--- config.mk ---
export PLATFORM = sky130hd
export DESIGN_NAME = bundle_envelope_parser_core
export DESIGN_NICKNAME = d
export VERILOG_FILES = /design/src/sv/bep_pkg.sv /design/src/sv/bep_csr.sv /design/src/sv/bep_parse.sv /design/src/sv/bundle_envelope_parser_core.sv
export SDC_FILE = /design/constraint.sdc
export NUM_CORES = 1
export LEC_CHECK = 0
export BUFFER_PORTS_ARGS = -buffer_cell sky130_fd_sc_hd__buf_2
export CORE_UTILIZATION = 48
export DETAILED_ROUTE_END_ITERATION = 7
export GPL_ROUTABILITY_DRIVEN = 0
export HOLD_SLACK_MARGIN = 0.15
export PLACE_DENSITY = 0.81
export SYNTH_ARGS = -nofsm -noshare
export SYNTH_HDL_FRONTEND = slang
export SYNTH_SLANG_ARGS = --single-unit
--- constraint.sdc ---
create_clock -name clock -period 4.2 [get_ports clock]
set_input_delay 0.42 -clock clock [delete_from_list [all_inputs] [get_ports clock]]
set_output_delay 0.42 -clock clock [all_outputs]
set_load 0.02 [all_outputs]
--- src/sv/bep_pkg.sv ---
package bep_pkg;

   // Number of bytes in the id field.
   localparam int unsigned ID_BYTES = 16;

   // Field tags.
   localparam logic [4:0] F_VERSION = 5'd0;
   localparam logic [4:0] F_ID      = 5'd1;
   localparam logic [4:0] F_PRIO    = 5'd2;
   localparam logic [4:0] F_STATUS  = 5'd3;
   localparam logic [4:0] F_COPIES  = 5'd4;
   localparam logic [4:0] F_MAXCOPY = 5'd5;
   localparam logic [4:0] F_HOPS    = 5'd6;
   localparam logic [4:0] F_CREATED = 5'd7;
   localparam logic [4:0] F_EXPIRY  = 5'd8;
   localparam logic [4:0] F_SLEN0   = 5'd9;
   localparam logic [4:0] F_SLEN1   = 5'd11;
   localparam logic [4:0] F_SLEN2   = 5'd13;
   localparam logic [4:0] F_SLEN3   = 5'd15;
   localparam logic [4:0] F_PLEN    = 5'd17;
   localparam logic [4:0] F_PAYLOAD = 5'd18;
   localparam logic [4:0] F_TRAIL   = 5'd19;

   // Verdict codes.
   localparam logic [2:0] V_OK        = 3'd0;
   localparam logic [2:0] V_VERSION   = 3'd1;
   localparam logic [2:0] V_TRUNCATED = 3'd2;
   localparam logic [2:0] V_PRIORITY  = 3'd3;
   localparam logic [2:0] V_STATUS    = 3'd4;
   localparam logic [2:0] V_PAYLOAD   = 3'd5;

   // Range limits for the checked header bytes.
   localparam logic [31:0] MAX_PRIORITY = 32'd3;
   localparam logic [7:0]  MAX_STATUS   = 8'd4;

   // Configuration register indexes and reset values.
   localparam logic CSR_EXPECTED_VERSION = 1'b0;
   localparam logic CSR_MAX_PAYLOAD_LEN  = 1'b1;
   localparam logic [7:0]  VERSION_RESET     = 8'd1;
   localparam logic [30:0] MAX_PAYLOAD_RESET = 31'(16 * 1024 * 1024);

   // Saturation value of the byte index.
   localparam logic [30:0] IDX_MAX = 31'h7FFF_FFFF;

   typedef struct packed {
      logic [7:0] data_byte;
      logic       end_of_message;
   } req_type;

   typedef struct packed {
      logic [4:0]  field_tag;
      logic [7:0]  byte_value;
      logic [30:0] index_in_field;
      logic        verdict_valid;
      logic [2:0]  verdict;
   } rsp_type;

   typedef struct packed {
      logic [7:0]  expected_version;
      logic [30:0] max_payload_len;
   } cfg_type;

endpackage

--- src/sv/bep_csr.sv ---
module bep_csr
   import bep_pkg::*;
(
   input  logic        clock,
   input  logic        reset,
   input  logic        csr_valid,
   input  logic        csr_index,
   input  logic [30:0] csr_wdata,
   output cfg_type     cfg
);

   cfg_type cfg_ff;

   // Registers are written whenever a write arrives; the port never stalls.
   always_ff @(posedge clock) begin
      if (reset) begin
         cfg_ff.expected_version <= VERSION_RESET;
         cfg_ff.max_payload_len  <= MAX_PAYLOAD_RESET;
      end else if (csr_valid) begin
         unique case (csr_index)
            CSR_EXPECTED_VERSION: cfg_ff.expected_version <= csr_wdata[7:0];
            CSR_MAX_PAYLOAD_LEN:  cfg_ff.max_payload_len  <= csr_wdata;
            default:              cfg_ff                  <= cfg_ff;
         endcase
      end
   end

   assign cfg = cfg_ff;

endmodule

--- src/sv/bep_parse.sv ---
module bep_parse
   import bep_pkg::*;
(
   input  logic    clock,
   input  logic    reset,
   input  logic    advance,
   input  req_type item,
   input  cfg_type cfg,
   output rsp_type result
);

   logic [4:0]  field_ff, field_in;
   logic [30:0] count_ff, count_in;
   logic [31:0] length_ff, length_in;
   logic [2:0]  error_ff, error_in;

   logic [7:0]  b;
   logic [31:0] idx_inc;
   logic        done;
   logic [2:0]  cand;
   logic [31:0] cap_base;
   logic [31:0] cap_value;
   logic        plen_bad;
   logic [2:0]  verdict;

   assign b       = item.data_byte;
   assign idx_inc = {1'b0, count_ff} + 32'd1;

   // Little-endian assembly of a length field, restarted on its first byte.
   assign cap_base  = (count_ff == 31'd0) ? 32'd0 : length_ff;
   assign cap_value = cap_base | ({24'd0, b} << {count_ff[1:0], 3'b000});

   // Per-field work: checks, length capture and end of field.
   always_comb begin
      done      = 1'b0;
      cand      = V_OK;
      length_in = length_ff;
      unique case (field_ff)
         F_VERSION: begin
            if (b != cfg.expected_version) begin
               cand = V_VERSION;
            end
            done = 1'b1;
         end
         F_ID: begin
            done = idx_inc >= 32'(ID_BYTES);
         end
         F_PRIO: begin
            length_in = {24'd0, b};
            done      = 1'b1;
         end
         F_STATUS: begin
            if (length_ff > MAX_PRIORITY) begin
               cand = V_PRIORITY;
            end else if (b > MAX_STATUS) begin
               cand = V_STATUS;
            end
            done = 1'b1;
         end
         F_COPIES, F_MAXCOPY, F_HOPS: begin
            done = idx_inc >= 32'd4;
         end
         F_CREATED, F_EXPIRY: begin
            done = idx_inc >= 32'd8;
         end
         F_SLEN0, F_SLEN1, F_SLEN2, F_SLEN3: begin
            length_in = cap_value;
            done      = idx_inc >= 32'd2;
         end
         F_PLEN: begin
            length_in = cap_value;
            done      = idx_inc >= 32'd4;
         end
         F_TRAIL: begin
            done = 1'b0;
         end
         default: begin
            // String bodies and the payload run for the captured length.
            done = idx_inc >= length_ff;
         end
      endcase
   end

   assign plen_bad = length_in[31] || (length_in[30:0] > cfg.max_payload_len);

   // Next field, byte index and first error.
   always_comb begin
      field_in = field_ff;
      count_in = count_ff;
      error_in = error_ff;
      if ((error_ff == V_OK) && (cand != V_OK)) begin
         error_in = cand;
      end
      if (done) begin
         count_in = 31'd0;
         field_in = field_ff + 5'd1;
         if (field_ff == F_PLEN) begin
            if (plen_bad) begin
               if (error_ff == V_OK) begin
                  error_in = V_PAYLOAD;
               end
               field_in = F_TRAIL;
            end else if (length_in == 32'd0) begin
               field_in = F_TRAIL;
            end else begin
               field_in = F_PAYLOAD;
            end
         end else if ((field_ff == F_SLEN0) || (field_ff == F_SLEN1) ||
                      (field_ff == F_SLEN2) || (field_ff == F_SLEN3)) begin
            if (length_in == 32'd0) begin
               field_in = field_ff + 5'd2;
            end
         end
      end else if (field_ff != F_TRAIL) begin
         count_in = idx_inc[30:0];
      end else if (count_ff != IDX_MAX) begin
         count_in = idx_inc[30:0];
      end
   end

   // Verdict on the last byte of a message.
   always_comb begin
      verdict = V_OK;
      if (item.end_of_message) begin
         verdict = error_in;
         if ((error_in == V_OK) && (field_in != F_TRAIL)) begin
            verdict = V_TRUNCATED;
         end
      end
   end

   assign result.field_tag      = field_ff;
   assign result.byte_value     = b;
   assign result.index_in_field = count_ff;
   assign result.verdict_valid  = item.end_of_message;
   assign result.verdict        = verdict;

   // Parse state advances once per item and restarts after each message.
   always_ff @(posedge clock) begin
      if (reset) begin
         field_ff  <= F_VERSION;
         count_ff  <= 31'd0;
         length_ff <= 32'd0;
         error_ff  <= V_OK;
      end else if (advance) begin
         if (item.end_of_message) begin
            field_ff  <= F_VERSION;
            count_ff  <= 31'd0;
            length_ff <= 32'd0;
            error_ff  <= V_OK;
         end else begin
            field_ff  <= field_in;
            count_ff  <= count_in;
            length_ff <= length_in;
            error_ff  <= error_in;
         end
      end
   end

endmodule

--- src/sv/bundle_envelope_parser_core.sv ---
// Streaming envelope parser, one byte per item.
// Input channel req_*: one envelope byte and a last-byte flag per item,
// accepted when req_valid is high and req_stall is low.
// Result channel rsp_*: one item per input byte with its field tag, the
// byte, its index inside the field and, on the last byte, the verdict.
// Each item passes through the input register and then the result register,
// and rsp_valid is high while the result register is full. There is one
// input register and one result register, with the parse logic between them.
// Throughput is one item per cycle while rsp_stall is low; the parse state
// (field, index, captured length, first error) is updated once per item.
// When the receiver holds rsp_stall, the result register keeps its item, the
// input register takes one more item only if empty, and req_stall then rises.
// Configuration writes on csr_* are always taken (csr_ready is high) and
// must only be made while the block is idle.
// A synchronous reset empties both registers, returns the parser to the
// version field and loads the register reset values.
module bundle_envelope_parser_core
   import bep_pkg::*;
(
   input  logic        clock,
   input  logic        reset,
   input  logic        req_valid,
   output logic        req_stall,
   input  req_type     req_item,
   output logic        rsp_valid,
   input  logic        rsp_stall,
   output rsp_type     rsp_item,
   input  logic        csr_valid,
   output logic        csr_ready,
   input  logic        csr_index,
   input  logic [30:0] csr_wdata
);

   cfg_type cfg;
   logic    in_valid_ff, in_valid_in;
   req_type in_item_ff;
   logic    out_valid_ff, out_valid_in;
   rsp_type out_item_ff;
   rsp_type result;
   logic    move_out;
   logic    advance;

   bep_csr u_csr (
      .clock     (clock),
      .reset     (reset),
      .csr_valid (csr_valid),
      .csr_index (csr_index),
      .csr_wdata (csr_wdata),
      .cfg       (cfg)
   );

   bep_parse u_parse (
      .clock   (clock),
      .reset   (reset),
      .advance (advance),
      .item    (in_item_ff),
      .cfg     (cfg),
      .result  (result)
   );

   // Flow control between the input register and the result register.
   assign move_out    = !out_valid_ff || !rsp_stall;
   assign advance     = in_valid_ff && move_out;
   assign req_stall   = in_valid_ff && !move_out;
   assign in_valid_in = req_stall ? in_valid_ff : req_valid;
   assign out_valid_in = move_out ? in_valid_ff : out_valid_ff;

   always_ff @(posedge clock) begin
      if (reset) begin
         in_valid_ff  <= 1'b0;
         out_valid_ff <= 1'b0;
      end else begin
         in_valid_ff  <= in_valid_in;
         out_valid_ff <= out_valid_in;
      end
   end

   // Payload registers load only on a transfer.
   always_ff @(posedge clock) begin
      if (req_valid && !req_stall) begin
         in_item_ff <= req_item;
      end
      if (advance) begin
         out_item_ff <= result;
      end
   end

   assign rsp_valid = out_valid_ff;
   assign rsp_item  = out_item_ff;
   assign csr_ready = 1'b1;

endmodule

## Yosys cells after proc, flatten, opt, wreduce, memory -nomap -nowiden

Index checks and enable logic that the tools add are counted.
W data, S select, Z words.

- Bits in registers: 169
- Output and inout bits: 51
- Word-level logic and storage cells: 105

- Eq/ne operators: 18
- Reduce and logical (&&, ||, !) cells: 30
- $lt $le $gt $ge: 8
- Bitwise gates (word level): 3
- Mux-type cells: 26
- Shift operators: 1
- Add/subtract/negate cells: 3

Operators by type and width:

| operator | number |
|---|---|
| $mux W31 | 4 |
| $mux W32 | 2 |
| $pmux W32 S2 | 1 |
| $add A31 B1 Y32 const B | 1 |
| $ge A32 B2 Y1 const B | 1 |
| $ge A32 B3 Y1 const B | 1 |
| $ge A32 B32 Y1 | 1 |
| $ge A32 B4 Y1 const B | 1 |
| $ge A32 B5 Y1 const B | 1 |
| $gt A32 B2 Y1 const B | 1 |
| $logic_not A32 Y1 | 1 |
| $or A32 B32 Y32 | 1 |
| $shl A8 B5 Y32 | 1 |
| $gt A31 B31 Y1 | 1 |
| $logic_not A31 Y1 | 1 |
| $ne A31 B31 Y1 const B | 1 |
| $mux W5 | 6 |
| $eq A5 B4 Y1 const B | 5 |
| $mux W3 | 8 |
| $eq A5 B3 Y1 const B | 4 |
| $eq A5 B2 Y1 const B | 2 |
| $eq A5 B5 Y1 const B | 2 |
| $ne A5 B5 Y1 const B | 2 |
| $gt A8 B3 Y1 const B | 1 |
| 21 further kinds | 39 |

## Depth between registers and ports, before layout

- Depth in word-level cells: 14
- Mapped depth: 21
- Mapped depth without buffers: 19

## Modules after synthesis

A second synthesis with hierarchy kept.

- Cell total of the unflattened synthesis: 1178
- Area total of the unflattened synthesis: 10450.0 sq um

By module, submodules not included:

| module | cells each | instances | seq. area each (sq um) | area an instance (sq um) |
|---|---|---|---|---|
| bep_parse | 939 | 1 | 1421.4 | 6969.2 |
| bundle_envelope_parser_core | 69 | 1 | 1751.7 | 1809.2 |
| bep_csr | 170 | 1 | 780.7 | 1671.6 |

## Worst setup path before layout

OpenSTA, ideal clock, no wires.

- Path type: reg2reg
- From: register u_parse.field_ff[3]
- To: register u_parse.field_ff[0]
- Clock period less this slack: 4403 ps
- Required time: 4078 ps
- Path slack: -203 ps
- Setup time: 122 ps
- Data arrival time: 4281 ps
- Path buffers: 3
- Cell stages (with the launch flop): 21
- Cell sequence: dfxtp_1 > clkbuf_1 > and3_1 > ha_1 > nor2_4 > a211o_1 > buf_6 > nand2_2 > clkbuf_1 > o21ai_0 > ha_1 > a21o_1 > a21o_1 > a21oi_1 > nor4_1 > or4_1 > a211o_1 > a21oi_1 > and3_1 > nor4_1 > a221o_1

- Longest elaborated chain between the ends: 9

RTL lines:

| element | RTL line | text |
|---|---|---|
| start: declaration | bep_parse.sv:12 | `logic [4:0] field_ff, field_in;` |
| start signal: assignment | bep_parse.sv:152 | `field_ff <= field_in;` |
| $eq A5 B4 Y1, or another cell as far along | bep_parse.sv:38, bep_parse.sv:109 |  |
| $reduce_or A5 Y1 (no source line) | n/a |  |
| $pmux W32 S2 | bep_parse.sv:38 | `unique case (field_ff)` |
| $gt A31 B31 Y1 / $logic_not A32 Y1 (equally long branches) | bep_parse.sv:84, bep_parse.sv:103, bep_parse.sv:110 |  |
| $logic_or A1 B1 Y1, or another cell as far along | bep_parse.sv:84 | `assign plen_bad = length_in[31] \|\| (length_in[30:0] > cfg.max_payload_len);` |
| $mux W5 (on tied branches) | bep_parse.sv:98, bep_parse.sv:108 |  |
| $mux W5 | bep_parse.sv:97 | `if (field_ff == F_PLEN) begin` |
| $mux W5 * | bep_parse.sv:94 | `if (done) begin` |
| $mux W5 * | bep_parse.sv:146 | `if (item.end_of_message) begin` |

Every way passes the cells marked *; elsewhere a longest branch is shown, timed or not.
A chain may end at the register's enable or synchronous reset.

## Worst setup path after layout

- From: register u_parse.field_ff[1]
- To: register out_item_ff, in the netlist rsp_item[0] (data pin)

- Longest elaborated chain between the ends: 12

RTL lines:

| element | RTL line | text |
|---|---|---|
| parallel branches: the longest is 12 deep, another holds $gt A31 B31 Y1 | n/a |  |
| end signal: assignment | bundle_envelope_parser_core.sv:84 | `out_item_ff <= result;` |
| end: declaration | bundle_envelope_parser_core.sv:38 | `rsp_type out_item_ff;` |

Parallel ways; which one is timed is not known.

==> metrics <==
status complete, but fails checks; failing checks design-rule violations, negative setup slack; clk slew on worst S/H paths 0.07 ns; slew at the pin with the worst max-slew slack around 1.1 ns; vias in the first global route 10028; Post-synth EDFFs 57; Slowest-stage cell, CP or4_4; Worst Path Buf+Inv 6; Netlist cell types 85; CP max stage delay 0.44 ns; Clock Latency Late Sink between 0.4 and 0.5 ns; vias per cell between 6 and 7; RR Startpoint u_parse.field_ff[1]; hold path cells 1; final setup fails 6; Worst Path Class, Setup reg -> reg; total clock sinks ~170; DR iter-0 viols roughly 1700; worst hold endpoint in_item_ff[3]; Total GRT Usage 0.311; LEAKAGE 0.00553 uW; Routed WL per cell slightly above 20 um; Initial Util 0.495; sequential fraction of the synthesis area 0.391; worst hold-check path type in -> reg; Pre-antenna DRT Iters 8; R2R Path End rsp_item[0]; commonest non-fill, non-tap cell in the layout buf_4; Post-DP HPWL 22.2 mm; synth warn 0; CP Data Required Time between 4 and 5 ns; Core ar. 20400 um^2; Fin. Hold Viols 0; Nets 1497; CTS max path bufs 2; crit-path max FO 4; Synth async-reset ratio 0; CP Cell Sequence buf_6, inv_4, ha_4, and4bb_2, nor2_4, nand4_4, buf_6, buf_6, a32o_2, ha_4, and2_4, nand4_1, buf_6, nor4_4, or4_4, a211o_1, a21oi_1, buf_4, or3_4, or4_4, a21boi_2; Fmax achieved between 200 and 250 MHz; Max VDD drop roughly 0.00030 V; number of buffers created by CTS 17; max capacitance violation total 0; Yosys reg bits between 150 and 200; cell family with most CP delay simple AND/OR/NAND/NOR gates; pwr/cell area around 280 nW/um^2; first-pass GRT wire length between 50 and 60 mm; Overflow after GRT 0; Cell Area, Synth 10100 um^2; Mapped Cells between 1000 and 1500; area post-placement 11700 um^2; Critical Path End Type flip-flop; critical path's most frequent cell buf_6; Root Driver clkbuf_16; final WL about 34 mm; die span in y between 100 and 150 um; routed vias roughly 10000; pins over their slew limit 0; final instance area between 10000 and 15000 um^2; final setup margin -0.283 ns; CP arrival 4.78 ns; relative slew slack 0.258; Worst Setup Slack post-DPL -0.382 ns; commonest cells after routing, fill and taps aside buf_4 (165), nand2_1 (145), dfxtp_1 (106); average cell area after synthesis 8.76 um^2; Tcrit/Tclk final 1.07; R2R cell count 21; Syn Nets 1271; IO Pins between 90 and 100; Area Overhead vs Synth 30.7%; initial antenna violation count 0; Worst R2R Setup Slack -0.28 ns; total power approximately 3700 uW; IO buf count 95; RSZ-0062 raised after global routing true; antenna viol nets, final 0; fin crit period 4.48 ns; most common flop cell mapped by yosys dfxtp_1; largest net degree at the start of global routing 75; share of layout cells above drive strength 1 0.297; die span in x around 150 um; CTS tree done; Setup TNS -1.15 ns; DIE AREA approximately 22000 um^2; H-tree Lvls 4; worst hold path startpoint req_item[3]; Setup Skew 0.0176 ns; Fill cells around 1500; crit start category flip-flop; DRC viols 43; row count between 50 and 60; ANT cells 0
-- sequential cells by signal, summed over array words and instances, names as in the netlist --
signal             count
u_parse.field_ff       5
rsp_valid              1
u_parse.count_ff      31
rsp_item              48
in_item_ff             9
u_parse.error_ff       3
in_valid_ff            1
u_parse.length_ff     32
u_csr.cfg             39
-- cells by family (layout without fill, tap and decap cells) --
group | Yosys count | after routing | share of synthesized area
AOI/OAI and AO/OA | 278 | 279 | 0.194
xor gates and xnor gates | 43 | 43 | 0.0373
adders and majority gates | 72 | 72 | 0.0892
buffers and inverters | 170 | 408 | 0.0695
DFF | 169 | 169 | 0.391
muxes | 9 | 9 | 0.00916
other | 1 | 1 | 0.000371
and+or+nand+nor | 411 | 411 | 0.209
-- cells in the mapped netlist (3+ instances only) --
| master | n | area [um^2] |
|---|---|---|
| nand2_1 | 147 | 552 |
| dfxtp_1 | 112 | 2240 |
| inv_1 | 89 | 334 |
| nor2_1 | 78 | 293 |
| ha_1 | 72 | 901 |
| a21oi_1 | 67 | 335 |
| edfxtp_1 | 57 | 1710 |
| clkbuf_1 | 47 | 176 |
| o21ai_0 | 43 | 215 |
| a22oi_1 | 33 | 248 |
| nand4_1 | 30 | 188 |
| xnor2_1 | 26 | 228 |
| buf_2 | 23 | 115 |
| nor3_1 | 23 | 115 |
| nor4_1 | 22 | 138 |
| a21o_1 | 20 | 150 |
| nand3_1 | 19 | 95.1 |
| xor2_1 | 17 | 149 |
| a32o_1 | 16 | 160 |
| o211ai_1 | 16 | 120 |
| and2_1 | 14 | 87.6 |
| and3_1 | 14 | 87.6 |
| nor2b_1 | 11 | 68.8 |
| o221ai_1 | 11 | 96.3 |
| or3_1 | 8 | 50.1 |
| a31oi_1 | 7 | 43.8 |
| mux2i_1 | 7 | 70.1 |
| o2111ai_1 | 7 | 61.3 |
| a22o_1 | 6 | 52.6 |
| a32oi_1 | 6 | 52.6 |
| or2_2 | 6 | 37.5 |
| a221o_1 | 5 | 50.1 |
| and4_1 | 5 | 43.8 |
| nand2b_1 | 5 | 31.3 |
| a211oi_1 | 4 | 30.0 |
| nand3b_1 | 4 | 30.0 |
| o22ai_1 | 4 | 25.0 |
| o31ai_1 | 4 | 30.0 |
| buf_4 | 3 | 22.5 |
| buf_6 | 3 | 33.8 |
| nor4_4 | 3 | 63.8 |
| or4_1 | 3 | 22.5 |
-- how the worst max path moves through the flow --
stage                                    start             endpoint  slack, ns  cells after the start
after global routing       u_parse.field_ff[1]          rsp_item[0]      -0.39                     20
final                      u_parse.field_ff[1]          rsp_item[0]      -0.28                     21
after floorplan            u_parse.field_ff[0]  u_parse.field_ff[0]      -0.05                     19
after detailed placement  u_parse.count_ff[17]          rsp_item[0]      -0.38                     16
after global placement     u_parse.field_ff[0]  u_parse.field_ff[0]      -0.13                     18
after CTS                  u_parse.field_ff[1]  u_parse.field_ff[0]      -0.11                     21
-- through the flow --
step | hold WS, ns | utilization | std cells
after floorplan | 0.403 | - | 1153
after global placement | 0.444 | 0.572 | 1587
after detailed placement | 0.448 | 0.572 | 1587
after CTS | 0.150 | 0.630 | 1651
after global routing | 0.153 | 0.646 | 1662
final | 0.152 | 0.646 | 1662
-- report_power, final --
part           internal, uW  leakage, uW  total [uW]  switching [uW]
clock network           874     0.000291        1590             711
registers              1730      0.00145        1770            31.2
logic                   119      0.00379         320             200
-- final cells by class --
class / instances / area (um^2) / share of cell area
flip-flops and latches: 169 / 3960 / 0.300
inverters: 91 / 344 / 0.0261
multi-input cells: 815 / 5960 / 0.451
repair buffers: 285 / 2010 / 0.153
clock inverters: 9 / 77.6 / 0.00588
clock buffers: 23 / 510 / 0.0387
well taps: 270 / 338 / 0.0256
-- metal layers --
| metal | share of wire | GRT usage | wire length [um] |
|---|---|---|---|
| met5 | 0 | 0 | 0 |
| met4 | 0.066 | 0.173 | 2250 |
| met3 | 0.11 | 0.0804 | 3720 |
| met2 | 0.45 | 0.494 | 15300 |
| met1 | 0.38 | 0.384 | 13000 |
-- repair_timing --
action                     4_1_cts  5_1_grt
pin swaps                       31       23
cloned                           1        0
setup endpoints to repair       24       41
resized for setup               73       46
hold endpoints to repair         5        1
setup buffers                   28       10
hold buffers                     5        1
Note: power is estimated with default switching activity, not from simulation.
